### config.mk
export PLATFORM = sky130hd
export DESIGN_NAME = indexed_array_list_engine_top
export DESIGN_NICKNAME = d
export VERILOG_FILES = /design/src/design/ial_pkg.sv /design/src/design/ial_store.sv /design/src/design/indexed_array_list_engine_top.sv
export SDC_FILE = /design/constraint.sdc
export NUM_CORES = 2
export LEC_CHECK = 0
export BUFFER_PORTS_ARGS = -buffer_cell sky130_fd_sc_hd__buf_4
export CORE_MARGIN = 5
export CORE_UTILIZATION = 35
export CTS_CLUSTER_DIAMETER = 200
export DETAILED_ROUTE_END_ITERATION = 10
export MAX_ROUTING_LAYER = met4
export PLACE_DENSITY_LB_ADDON = 0.2
export SETUP_SLACK_MARGIN = 0.5
export SLEW_MARGIN = 10
export SYNTH_ARGS = -nofsm -noshare
export SYNTH_HDL_FRONTEND = slang
export SYNTH_SLANG_ARGS = --single-unit
### constraint.sdc
create_clock -name clk -period 11.9 [get_ports clk]
set_input_delay 1.785 -clock clk [delete_from_list [all_inputs] [get_ports clk]]
set_output_delay 1.785 -clock clk [all_outputs]
set_load 0.03 [all_outputs]
### src/design/ial_pkg.sv
// shared types and constants for the indexed array list engine
// no dependencies; used by every module of the block
`default_nettype none

package ial_pkg;

    localparam int DEPTH_DEF   = 64;

    localparam int CMD_W       = 3;
    localparam int POS_W       = 6;
    localparam int WORD_W      = 32;
    localparam int STATUS_W    = 2;
    localparam int COUNT_W     = 7;

    localparam int IN_TDATA_W  = 48;
    localparam int OUT_TDATA_W = 48;

    typedef enum logic [CMD_W-1:0] {
        CMD_APPEND = 3'd0,
        CMD_INSERT = 3'd1,
        CMD_EDIT   = 3'd2,
        CMD_DELETE = 3'd3,
        CMD_DUMP   = 3'd4,
        CMD_CLEAR  = 3'd5
    } cmd_e_t;

    typedef enum logic [STATUS_W-1:0] {
        ST_OK    = 2'd0,
        ST_FULL  = 2'd1,
        ST_RANGE = 2'd2,
        ST_EMPTY = 2'd3
    } status_t;

    typedef enum logic [3:0] {
        S_IDLE,
        S_EXEC,
        S_SHIFT_RD,
        S_SHIFT_WR,
        S_PLACE,
        S_DEL_GONE,
        S_DEL_CHK,
        S_DEL_WR,
        S_DUMP_RD,
        S_DUMP_LOAD,
        S_EMIT
    } state_t;

endpackage

`default_nettype wire

### src/design/ial_store.sv
// entry store: one write port, one read port with registered read data
// depends on ial_pkg for the word width
`default_nettype none

module ial_store #(
    parameter int DEPTH = ial_pkg::DEPTH_DEF,
    parameter int AW    = $clog2(DEPTH)
) (
    input  wire logic                        clk,
    input  wire logic                        we,
    input  wire logic [AW-1:0]               waddr,
    input  wire logic [ial_pkg::WORD_W-1:0]  wdata,
    input  wire logic                        re,
    input  wire logic [AW-1:0]               raddr,
    output logic      [ial_pkg::WORD_W-1:0]  rdata
);
    import ial_pkg::*;

    logic [WORD_W-1:0] mem_reg [DEPTH];
    logic [WORD_W-1:0] rdata_reg;

    always_ff @(posedge clk)
    begin
        if (we)
        begin
            mem_reg[waddr] <= wdata;
        end
        if (re)
        begin
            rdata_reg <= mem_reg[raddr];
        end
    end

    assign rdata = rdata_reg;

endmodule

`default_nettype wire

### src/design/indexed_array_list_engine_top.sv
// top level of the indexed array list engine: command sequencer, count and output register
// depends on ial_pkg and ial_store
// sequence: append and insert at the end run exec, place, emit; edit, clear and refused
// commands run exec, emit; insert first shifts the tail up by read and write steps; delete
// keeps the removed word and shifts the tail down; dump reads, then loads each item; stalls wait
// commands: one at a time; the next is taken once the sequencer is back in idle
// reset: rst_n asynchronous active low empties the list and drops the output valid
`default_nettype none

module indexed_array_list_engine_top #(
    parameter int DEPTH = ial_pkg::DEPTH_DEF
) (
    input  wire logic                             clk,
    input  wire logic                             rst_n,
    input  wire logic                             s_axis_tvalid,
    output logic                                  s_axis_tready,
    // command [2:0], position [8:3], value [40:9], zero fill [47:41]
    input  wire logic [ial_pkg::IN_TDATA_W-1:0]   s_axis_tdata,
    output logic                                  m_axis_tvalid,
    input  wire logic                             m_axis_tready,
    // status [1:0], word [33:2], where [39:34], count_after [46:40], zero fill [47]
    output logic      [ial_pkg::OUT_TDATA_W-1:0]  m_axis_tdata,
    output logic                                  m_axis_tlast
);
    import ial_pkg::*;

    localparam int AW    = $clog2(DEPTH);
    localparam int CNT_W = $clog2(DEPTH + 1);

    state_t                   state_reg, state_next;
    cmd_e_t                   cmd_reg, cmd_next;
    logic [POS_W-1:0]         pos_reg, pos_next;
    logic signed [WORD_W-1:0] val_reg, val_next;
    logic [CNT_W-1:0]         idx_reg, idx_next;
    logic [CNT_W-1:0]         count_reg, count_next;

    status_t                  res_status_reg, res_status_next;
    logic signed [WORD_W-1:0] res_word_reg, res_word_next;
    logic [POS_W-1:0]         res_where_reg, res_where_next;

    logic                     out_valid_reg, out_valid_next;
    status_t                  out_status_reg, out_status_next;
    logic signed [WORD_W-1:0] out_word_reg, out_word_next;
    logic [POS_W-1:0]         out_where_reg, out_where_next;
    logic [COUNT_W-1:0]       out_count_reg, out_count_next;
    logic                     out_last_reg, out_last_next;

    logic                     mem_we;
    logic [AW-1:0]            mem_waddr;
    logic [WORD_W-1:0]        mem_wdata;
    logic                     mem_re;
    logic [AW-1:0]            mem_raddr;
    logic [WORD_W-1:0]        mem_rdata;

    logic [COUNT_W-1:0]       count_ext;
    logic [COUNT_W-1:0]       pos_ext;
    logic [CNT_W-1:0]         idx_inc;
    logic [CNT_W-1:0]         idx_dec;
    logic                     is_full;
    logic                     is_empty;
    logic                     out_free;

    assign count_ext = COUNT_W'(count_reg);
    assign pos_ext   = COUNT_W'(pos_reg);
    assign idx_inc   = idx_reg + CNT_W'(1);
    assign idx_dec   = idx_reg - CNT_W'(1);
    assign is_full   = (count_ext == COUNT_W'(DEPTH));
    assign is_empty  = (count_ext == '0);
    assign out_free  = !out_valid_reg || m_axis_tready;

    ial_store #(
        .DEPTH (DEPTH),
        .AW    (AW)
    ) u_store (
        .clk   (clk),
        .we    (mem_we),
        .waddr (mem_waddr),
        .wdata (mem_wdata),
        .re    (mem_re),
        .raddr (mem_raddr),
        .rdata (mem_rdata)
    );

    always_ff @(posedge clk or negedge rst_n)
    begin
        if (!rst_n)
        begin
            state_reg     <= S_IDLE;
            count_reg     <= '0;
            out_valid_reg <= 1'b0;
        end
        else
        begin
            state_reg     <= state_next;
            count_reg     <= count_next;
            out_valid_reg <= out_valid_next;
        end
    end

    always_ff @(posedge clk)
    begin
        cmd_reg        <= cmd_next;
        pos_reg        <= pos_next;
        val_reg        <= val_next;
        idx_reg        <= idx_next;
        res_status_reg <= res_status_next;
        res_word_reg   <= res_word_next;
        res_where_reg  <= res_where_next;
        out_status_reg <= out_status_next;
        out_word_reg   <= out_word_next;
        out_where_reg  <= out_where_next;
        out_count_reg  <= out_count_next;
        out_last_reg   <= out_last_next;
    end

    always_comb
    begin
        state_next      = state_reg;
        cmd_next        = cmd_reg;
        pos_next        = pos_reg;
        val_next        = val_reg;
        idx_next        = idx_reg;
        count_next      = count_reg;
        res_status_next = res_status_reg;
        res_word_next   = res_word_reg;
        res_where_next  = res_where_reg;
        out_valid_next  = out_valid_reg && !m_axis_tready;
        out_status_next = out_status_reg;
        out_word_next   = out_word_reg;
        out_where_next  = out_where_reg;
        out_count_next  = out_count_reg;
        out_last_next   = out_last_reg;
        mem_we          = 1'b0;
        mem_waddr       = '0;
        mem_wdata       = '0;
        mem_re          = 1'b0;
        mem_raddr       = '0;
        s_axis_tready   = 1'b0;

        unique case (state_reg)
            S_IDLE:
            begin
                s_axis_tready = 1'b1;
                if (s_axis_tvalid)
                begin
                    cmd_next   = cmd_e_t'(s_axis_tdata[CMD_W-1:0]);
                    pos_next   = s_axis_tdata[CMD_W+POS_W-1:CMD_W];
                    val_next   = s_axis_tdata[CMD_W+POS_W+WORD_W-1:CMD_W+POS_W];
                    state_next = S_EXEC;
                end
            end

            S_EXEC:
            begin
                res_status_next = ST_OK;
                res_word_next   = val_reg;
                res_where_next  = pos_reg;
                unique case (cmd_reg)
                    CMD_APPEND:
                    begin
                        if (is_full)
                        begin
                            res_status_next = ST_FULL;
                            res_where_next  = '0;
                            state_next      = S_EMIT;
                        end
                        else
                        begin
                            pos_next   = count_ext[POS_W-1:0];
                            state_next = S_PLACE;
                        end
                    end
                    CMD_INSERT:
                    begin
                        if (is_full)
                        begin
                            res_status_next = ST_FULL;
                            state_next      = S_EMIT;
                        end
                        else if (pos_ext > count_ext)
                        begin
                            res_status_next = ST_RANGE;
                            state_next      = S_EMIT;
                        end
                        else if (pos_ext == count_ext)
                        begin
                            state_next = S_PLACE;
                        end
                        else
                        begin
                            idx_next   = count_reg;
                            state_next = S_SHIFT_RD;
                        end
                    end
                    CMD_EDIT:
                    begin
                        if (is_empty)
                        begin
                            res_status_next = ST_EMPTY;
                        end
                        else if (pos_ext >= count_ext)
                        begin
                            res_status_next = ST_RANGE;
                        end
                        else
                        begin
                            mem_we    = 1'b1;
                            mem_waddr = pos_reg[AW-1:0];
                            mem_wdata = val_reg;
                        end
                        state_next = S_EMIT;
                    end
                    CMD_DELETE:
                    begin
                        res_word_next = '0;
                        if (is_empty)
                        begin
                            res_status_next = ST_EMPTY;
                            state_next      = S_EMIT;
                        end
                        else if (pos_ext >= count_ext)
                        begin
                            res_status_next = ST_RANGE;
                            state_next      = S_EMIT;
                        end
                        else
                        begin
                            mem_re     = 1'b1;
                            mem_raddr  = pos_reg[AW-1:0];
                            state_next = S_DEL_GONE;
                        end
                    end
                    CMD_DUMP:
                    begin
                        if (is_empty)
                        begin
                            res_status_next = ST_EMPTY;
                            res_word_next   = '0;
                            res_where_next  = '0;
                            state_next      = S_EMIT;
                        end
                        else
                        begin
                            idx_next   = '0;
                            state_next = S_DUMP_RD;
                        end
                    end
                    CMD_CLEAR:
                    begin
                        count_next     = '0;
                        res_word_next  = '0;
                        res_where_next = '0;
                        state_next     = S_EMIT;
                    end
                    default:
                    begin
                        state_next = S_IDLE;
                    end
                endcase
            end

            // insert: move the tail up one entry at a time, from the end down
            S_SHIFT_RD:
            begin
                mem_re     = 1'b1;
                mem_raddr  = idx_dec[AW-1:0];
                state_next = S_SHIFT_WR;
            end

            S_SHIFT_WR:
            begin
                mem_we    = 1'b1;
                mem_waddr = idx_reg[AW-1:0];
                mem_wdata = mem_rdata;
                idx_next  = idx_dec;
                if (COUNT_W'(idx_dec) == pos_ext)
                begin
                    state_next = S_PLACE;
                end
                else
                begin
                    state_next = S_SHIFT_RD;
                end
            end

            S_PLACE:
            begin
                mem_we          = 1'b1;
                mem_waddr       = pos_reg[AW-1:0];
                mem_wdata       = val_reg;
                count_next      = count_reg + CNT_W'(1);
                res_status_next = ST_OK;
                res_word_next   = val_reg;
                res_where_next  = pos_reg;
                state_next      = S_EMIT;
            end

            // delete: keep the removed word, then move the tail down
            S_DEL_GONE:
            begin
                res_word_next = mem_rdata;
                idx_next      = CNT_W'(pos_reg);
                state_next    = S_DEL_CHK;
            end

            S_DEL_CHK:
            begin
                if (COUNT_W'(idx_inc) < count_ext)
                begin
                    mem_re     = 1'b1;
                    mem_raddr  = idx_inc[AW-1:0];
                    state_next = S_DEL_WR;
                end
                else
                begin
                    count_next = count_reg - CNT_W'(1);
                    state_next = S_EMIT;
                end
            end

            S_DEL_WR:
            begin
                mem_we     = 1'b1;
                mem_waddr  = idx_reg[AW-1:0];
                mem_wdata  = mem_rdata;
                idx_next   = idx_inc;
                state_next = S_DEL_CHK;
            end

            S_DUMP_RD:
            begin
                mem_re     = 1'b1;
                mem_raddr  = idx_reg[AW-1:0];
                state_next = S_DUMP_LOAD;
            end

            S_DUMP_LOAD:
            begin
                if (out_free)
                begin
                    out_valid_next  = 1'b1;
                    out_status_next = ST_OK;
                    out_word_next   = mem_rdata;
                    out_where_next  = POS_W'(idx_reg);
                    out_count_next  = count_ext;
                    out_last_next   = (COUNT_W'(idx_inc) == count_ext);
                    idx_next        = idx_inc;
                    if (COUNT_W'(idx_inc) == count_ext)
                    begin
                        state_next = S_IDLE;
                    end
                    else
                    begin
                        state_next = S_DUMP_RD;
                    end
                end
            end

            S_EMIT:
            begin
                if (out_free)
                begin
                    out_valid_next  = 1'b1;
                    out_status_next = res_status_reg;
                    out_word_next   = res_word_reg;
                    out_where_next  = res_where_reg;
                    out_count_next  = count_ext;
                    out_last_next   = 1'b1;
                    state_next      = S_IDLE;
                end
            end

            default:
            begin
                state_next = S_IDLE;
            end
        endcase
    end

    assign m_axis_tvalid = out_valid_reg;
    assign m_axis_tlast  = out_last_reg;
    assign m_axis_tdata  = {1'b0, out_count_reg, out_where_reg, out_word_reg, out_status_reg};

endmodule

`default_nettype wire

# After elaboration in Yosys (flattened, before gate mapping)
# Memory sizes are Yosys's and may differ from the RTL's. A register that Yosys moved wholly into a read port is not among the register bits.
# Cells that the tools add are included.
# totals
in_bits	52
mem_bits_rw	2048
ff_bits	148
elab_cells	161
output_inout_bits	51
memories	1
# mem_list
memory	words	word_bits	rd	rd_ports_with_merged_regs	write_ports	line	text
u_store.mem_reg	64	32	1	1	1	ial_store.sv:19	logic [WORD_W-1:0] mem_reg [DEPTH];
# op_classes
n_reduce_logical	28
order_cmp	3
add_sub_neg	4
mux	79
n_eq_ne	31
# op_table
cell	n
$mux 32	6
$pmux 32 s3	2
$pmux 32 s2	2
$mux 6	12
$mux 7	7
$mux 4	10
$pmux 4 s10	1
$pmux 6 s2	3
$pmux 6 s3	2
$pmux 7 s5	1
$pmux 6 s4	1
$pmux 7 s3	1
$pmux 4 s5	1
$eq 4x3->1 const B	4
$mux 2	8
$add 7x1->7 const B	2
$pmux 7 s2	1
$reduce_or 2->1	7
$sub 7x1->7 const B	2
$mux 1	13
$eq 4x4->1 const B	3
$ne 3x3->1 const B	4
$ne 2x2->1 const B	5
$reduce_and 3->1	3
other kinds (32)	44

# Logic depth before layout (Yosys ltp)
# logic_depth
depth_word	7
depth_mapped	19
depth_no_buf	14

# By module
# From an unflattened synthesis, not the netlist that was laid out.
# unflattened
hier_cells	4104
area_unflattened_um2	86875.8
# by_module_without_submodules
mod	area_each_um2	n_inst	cells_each	seq_area_each_um2
ial_store	79359.9	1	3511	62459.9
indexed_array_list_engine_top	7516.0	1	593	4384.2

# Worst setup path after synthesis
# OpenSTA, ideal clock, no wires.
# synth_path
path_kind	flip-flop to flip-flop
startpoint	reg pos_reg[0]
endpoint	mem u_store.mem_reg[17][0], enable pin
setup_slack_ns	6.183
path_buffers	7
synth_period_minus_slack_ns	5.717
t_required_ns	11.479
setup_ns	0.421
t_arrival_ns	5.295
stages_incl_launch_ff	18
cell_sequence	edfxtp_1 -> clkbuf_1 -> clkbuf_1 -> clkbuf_1 -> inv_1 -> ha_1 -> nand2b_1 -> a211o_1 -> a211oi_4 -> buf_4 -> buf_2 -> a41o_1 -> clkbuf_1 -> buf_2 -> nand3_1 -> o22ai_1 -> nand2_1 -> nor2_1
# synth_via
elab_chain_cells	7
word_cells_on_any_way	11
classes_between	order compare (1); mux (10)
# synth_rtl
item	line	text
start, declared	indexed_array_list_engine_top.sv:32	logic [POS_W-1:0] pos_reg, pos_next;
start signal, assigned	indexed_array_list_engine_top.sv:103	pos_reg <= pos_next;
$ge 6x7->1	indexed_array_list_engine_top.sv:201	else if (pos_ext >= count_ext)
$mux 1	indexed_array_list_engine_top.sv:201	
$mux 1	--	
$mux 1	indexed_array_list_engine_top.sv:158	unique case (cmd_reg)
$pmux 1 s2	indexed_array_list_engine_top.sv:140	unique case (state_reg)
$mux 1	ial_store.sv:24	if (we)
$mux 1 (not written as such)	ial_store.sv:26	mem_reg[waddr] <= wdata;
end, declared	ial_store.sv:19	
# Parallel ways exist; a longest one is shown, timed or not.

# Worst setup path in the final report
# layout_path
startpoint	reg idx_reg[0]
endpoint	reg u_store.rdata_reg[24] (netlist: u_store.rdata[24]), read port of u_store.mem_reg, data pin
# layout_via
elab_chain_cells	4
word_cells_on_any_way	7
classes_between	add/sub (2); order compare (1); mux (4)
# layout_rtl
item	line	text
start, declared	indexed_array_list_engine_top.sv:34	logic [CNT_W-1:0] idx_reg, idx_next;
start signal, assigned	indexed_array_list_engine_top.sv:105	idx_reg <= idx_next;
$add 7x1->7	indexed_array_list_engine_top.sv:65	assign idx_inc = idx_reg + CNT_W'(1);
$lt 7x7->1	indexed_array_list_engine_top.sv:308	if (COUNT_W'(idx_inc) < count_ext)
$mux 6 or $mux 1 (tied branches)	indexed_array_list_engine_top.sv:308	
$pmux 6 s4 or $pmux 1 s3 (tied branches)	indexed_array_list_engine_top.sv:140	
end, declared	ial_store.sv:20	logic [WORD_W-1:0] rdata_reg;
# Parallel ways exist; a longest one is shown, timed or not.
# A chain may end at the register's enable or synchronous reset.

==> results.py <==
metrics = {
    "synth": {
        "synthCells": 6297,
        "synth_edf_count": 2216,
        "synth_mux_area_share_pct": 5.057,
        "avgSynthCellArea_um2": 14.43,
        "yosysUniqueCellTypes": 79,
        "synth_area_um2": 90860,
        "ys_async_sr_fraction_pct": 0.5386,
        "synth_top_family_by_area": "compound AO/OA/AOI/OAI gates",
        "synthAdderAreaFrac_pct": 0.2974,
        "synth-xor-area-share_pct": 0.2024,
        "synth_seq_cells": 2228,
        "syn_nets": 6370,
        "ys_warn_count": 0,
        "synthFlopType": "edfxtp_1",
        "ys_seq_area_share_pct": 73.57,
        "synth_compound_area_share_pct": 9.214,
        "synthSimpleGateAreaFrac_pct": 8.795,
    },
    "global_route": {
        "grt-ovfl-total": 0,
        "antenna_found_initial": 13,
        "grt_use_total_pct": 21.31,
        "grt_max_degree": 174,
        "grt_pass1_wl_mm": 407.0,
        "grt_pass1_vias": 53410,
    },
    "floorplan": {
        "die_h_um": 519.5,
        "rows": 187,
        "core_um2": 259000,
        "num_io_pins": 103,
        "die_w_um": 519.5,
        "die-area_um2": 269900,
        "start_util_pct": 35.08,
    },
    "power_and_ir_drop": {
        "power_frac_seq_pct": 40.2,
        "ir_worst_vdd_uv": 204.3,
        "clkPwrFrac_pct": 27.9,
        "powerDensity_nw_per_um2": 236.7,
        "swShare_pct": 37.28,
        "power.leakage_nw": 35.97,
        "power_switching_mw": 9.096,
        "comb_power_share_pct": 31.9,
        "p_int_mw": 15.30,
    },
    "timing": {
        "relSlewSlack_pct": 15.82,
        "fin_crit_ps": 7019,
        "holdWs_ps": 485.9,
        "fin_worst_skew_ps": 44.21,
        "maxSlewViolCount": 0,
        "setup_viol": 0,
        "fmax_mhz": 142.5,
        "worst_slew_pin_slew_ps": 1250,
        "hold_violations": 0,
        "rsz0062_at_grt": "no",
        "tns_ps": 0,
        "post-route-period-util_pct": 58.98,
    },
    "drt": {
        "drc": 0,
        "drtPass1Iterations": 8,
        "drtIter0Drc": 6654,
        "vias": 56460,
        "wl_per_cell_um": 29.07,
        "drt-total-wl_mm": 288.7,
        "drt-vias-per-instance": 5.686,
        "postRouteAntennaNets": 0,
    },
    "final_layout": {
        "final_area_um2": 103100,
        "nFillCells": 23840,
        "largest_register_ffs": 2048,
        "regArea_um2": 66840,
        "multi_input_comb_area_um2": 22120,
        "area_delta_synth_final_pct": 13.45,
        "drive_above_1_share_pct": 11.69,
        "nets": 6401,
    },
    "setup_path": {
        "cp.arrival_ps": 7610,
        "worst-r2r-setup-slack_ps": 4880,
        "worstPathRequired_ps": 12490,
        "path_class": "flip-flop to flip-flop",
        "regToRegEndpoint": "u_store.rdata[24]$_DFFE_PP_",
        "worstRegToRegCells": 16,
        "startpoint": "idx_reg[0]$_DFFE_PP_",
        "cp_max_fo": 113,
        "r2r_start": "idx_reg[0]$_DFFE_PP_",
        "end_kind": "flip-flop",
        "setup.worst_path.start_class": "flip-flop",
        "critPathCapture": "u_store.rdata[24]$_DFFE_PP_",
    },
    "clock_tree": {
        "cts_setup_buffers": 0,
        "cts_sinks": 2228,
        "cts_tree": "yes",
        "htree_levels": 4,
        "clkTransAtPathRegs_ps": 60,
        "cts-root-buf": "clkbuf_16",
        "post_cts_resize_count": 0,
        "cts_buffers": 234,
        "clockBufferDepth": 3,
        "hold_buffers": 0,
        "insertion_delay_ps": 880,
    },
    "hold_path": {
        "hold_path_class": "flip-flop to flip-flop",
    },
    "place": {
        "gp_congestion": 0.8497,
        "io_buffers": 94,
        "dp_hpwl_mm": 150.3,
        "placed_cell_area_um2": 95980,
    },
    "outcome": {
        "status": "finished, final reports clean",
    },
    "run": {
        "maxCapViolCount": 0,
    },
}
[Yosys cell counts (all sizes together) (24+ instances only)]
library cell | number | area (um^2)
a2111oi | 35 | 306.5
a211oi | 107 | 815.8
a21o | 27 | 202.7
a21oi | 67 | 335.3
a22o | 70 | 613.1
a311oi | 264 | 2336
a31oi | 100 | 631.9
a32oi | 78 | 683.2
and3 | 24 | 150.1
buf | 218 | 1117
clkbuf | 250 | 938.4
edfxtp | 2216 | 66540
inv | 144 | 540.5
mux2 | 64 | 720.7
mux2i | 387 | 3874
nand2 | 1270 | 4767
nand3 | 416 | 2082
nand4 | 25 | 156.4
nor2 | 102 | 400.4
o2111ai | 27 | 236.5
o211ai | 35 | 262.8
o21ai | 65 | 325.3
o221ai | 25 | 219.0
o22ai | 32 | 200.2
[metrics by stage]
step	total power [mW]	utilization, %	setup WS [ps]	cells
floorplan	14.35	-	6184	6297
global placement	17.62	37.05	5030	9494
detailed placement	17.68	37.05	4957	9494
CTS	24.48	39.78	4933	9920
global route	25.30	39.79	4606	9926
finish	24.40	39.80	4881	9930
[worst max-delay path, stage by stage, from the launching register on]
cell and delay (ps):
edfxtp_1 750, ha_1 290, nand3_1 130, nor2_1 170, xor2_1 290, ha_1 220, nand4_1 130, a21oi_1 440
nor2_1 320, a221oi_4 670, buf_4 570, buf_12 490, buf_4 650, a311oi_1 200, a311oi_1 530, nor3_1 160
or4_1 490
[metal layers]
layer	track usage [%]	vias to the layer above	share of wire (%)
met2	31.63	2503	45
li1	-	24410	-
met5	-	-	0
met3	3.908	422	8.2
met4	6.439	0	3.1
met1	29.93	29120	44
[worst min-delay path by stage]
stage	from	end	slack [ps]	cells past startpoint
floorplan	count_ext[6]$_DFFE_PN0P_	out_count_reg[6]$_DFFE_PP_	420	0
global placement	res_status_reg[1]$_SDFFCE_PN0P_	out_status_reg[1]$_SDFFCE_PN0P_	510	1
detailed placement	res_status_reg[0]$_SDFFCE_PN0P_	out_status_reg[0]$_SDFFCE_PN0P_	510	1
CTS	res_status_reg[0]$_SDFFCE_PN0P_	out_status_reg[0]$_SDFFCE_PN0P_	490	1
global route	res_status_reg[0]$_SDFFCE_PN0P_	out_status_reg[0]$_SDFFCE_PN0P_	520	1
finish	res_status_reg[0]$_SDFFCE_PN0P_	out_status_reg[0]$_SDFFCE_PN0P_	490	1
[cell families after synthesis]
group,Yosys count
other cells,1
compound gates,1061
flops,2228
buf+inv,613
fa+ha+maj,21
mux,451
xor+xnor,21
simple gates,1901
[final cells by class]
class / count / share of cell area [%]
flip-flops and latches: 2228 / 64.85
multi-input cells: 3456 / 21.46
clock buffers: 293 / 5.937
well taps: 3402 / 4.129
repair buffers: 263 / 2.158
clock inverters: 133 / 0.9176
inverters: 145 / 0.5280
diodes: 10 / 0.02428
[layout by cell type (no fill, tap or decap), drive strengths merged, types with 100 or more instances in the layout]
cell type,instances
a311oi,264
nand3,416
clkinv,119
inv,151
a31oi,100
buf,263
edfxtp,2216
a211oi,107
nand2,1270
clkbuf,293
mux2i,387
nor2,102
[power by group through the flow]
stage	Clock, mW	Combinational [mW]	Sequential (mW)
2_1_floorplan	0	4.56	9.79
3_3_place_gp	0	7.67	9.94
3_5_place_dp	0	7.74	9.95
4_1_cts	6.94	7.75	9.79
5_1_grt	7.26	8.22	9.82
6_report	6.81	7.79	9.80
No activity file was read; power rests on OpenSTA's default activity.
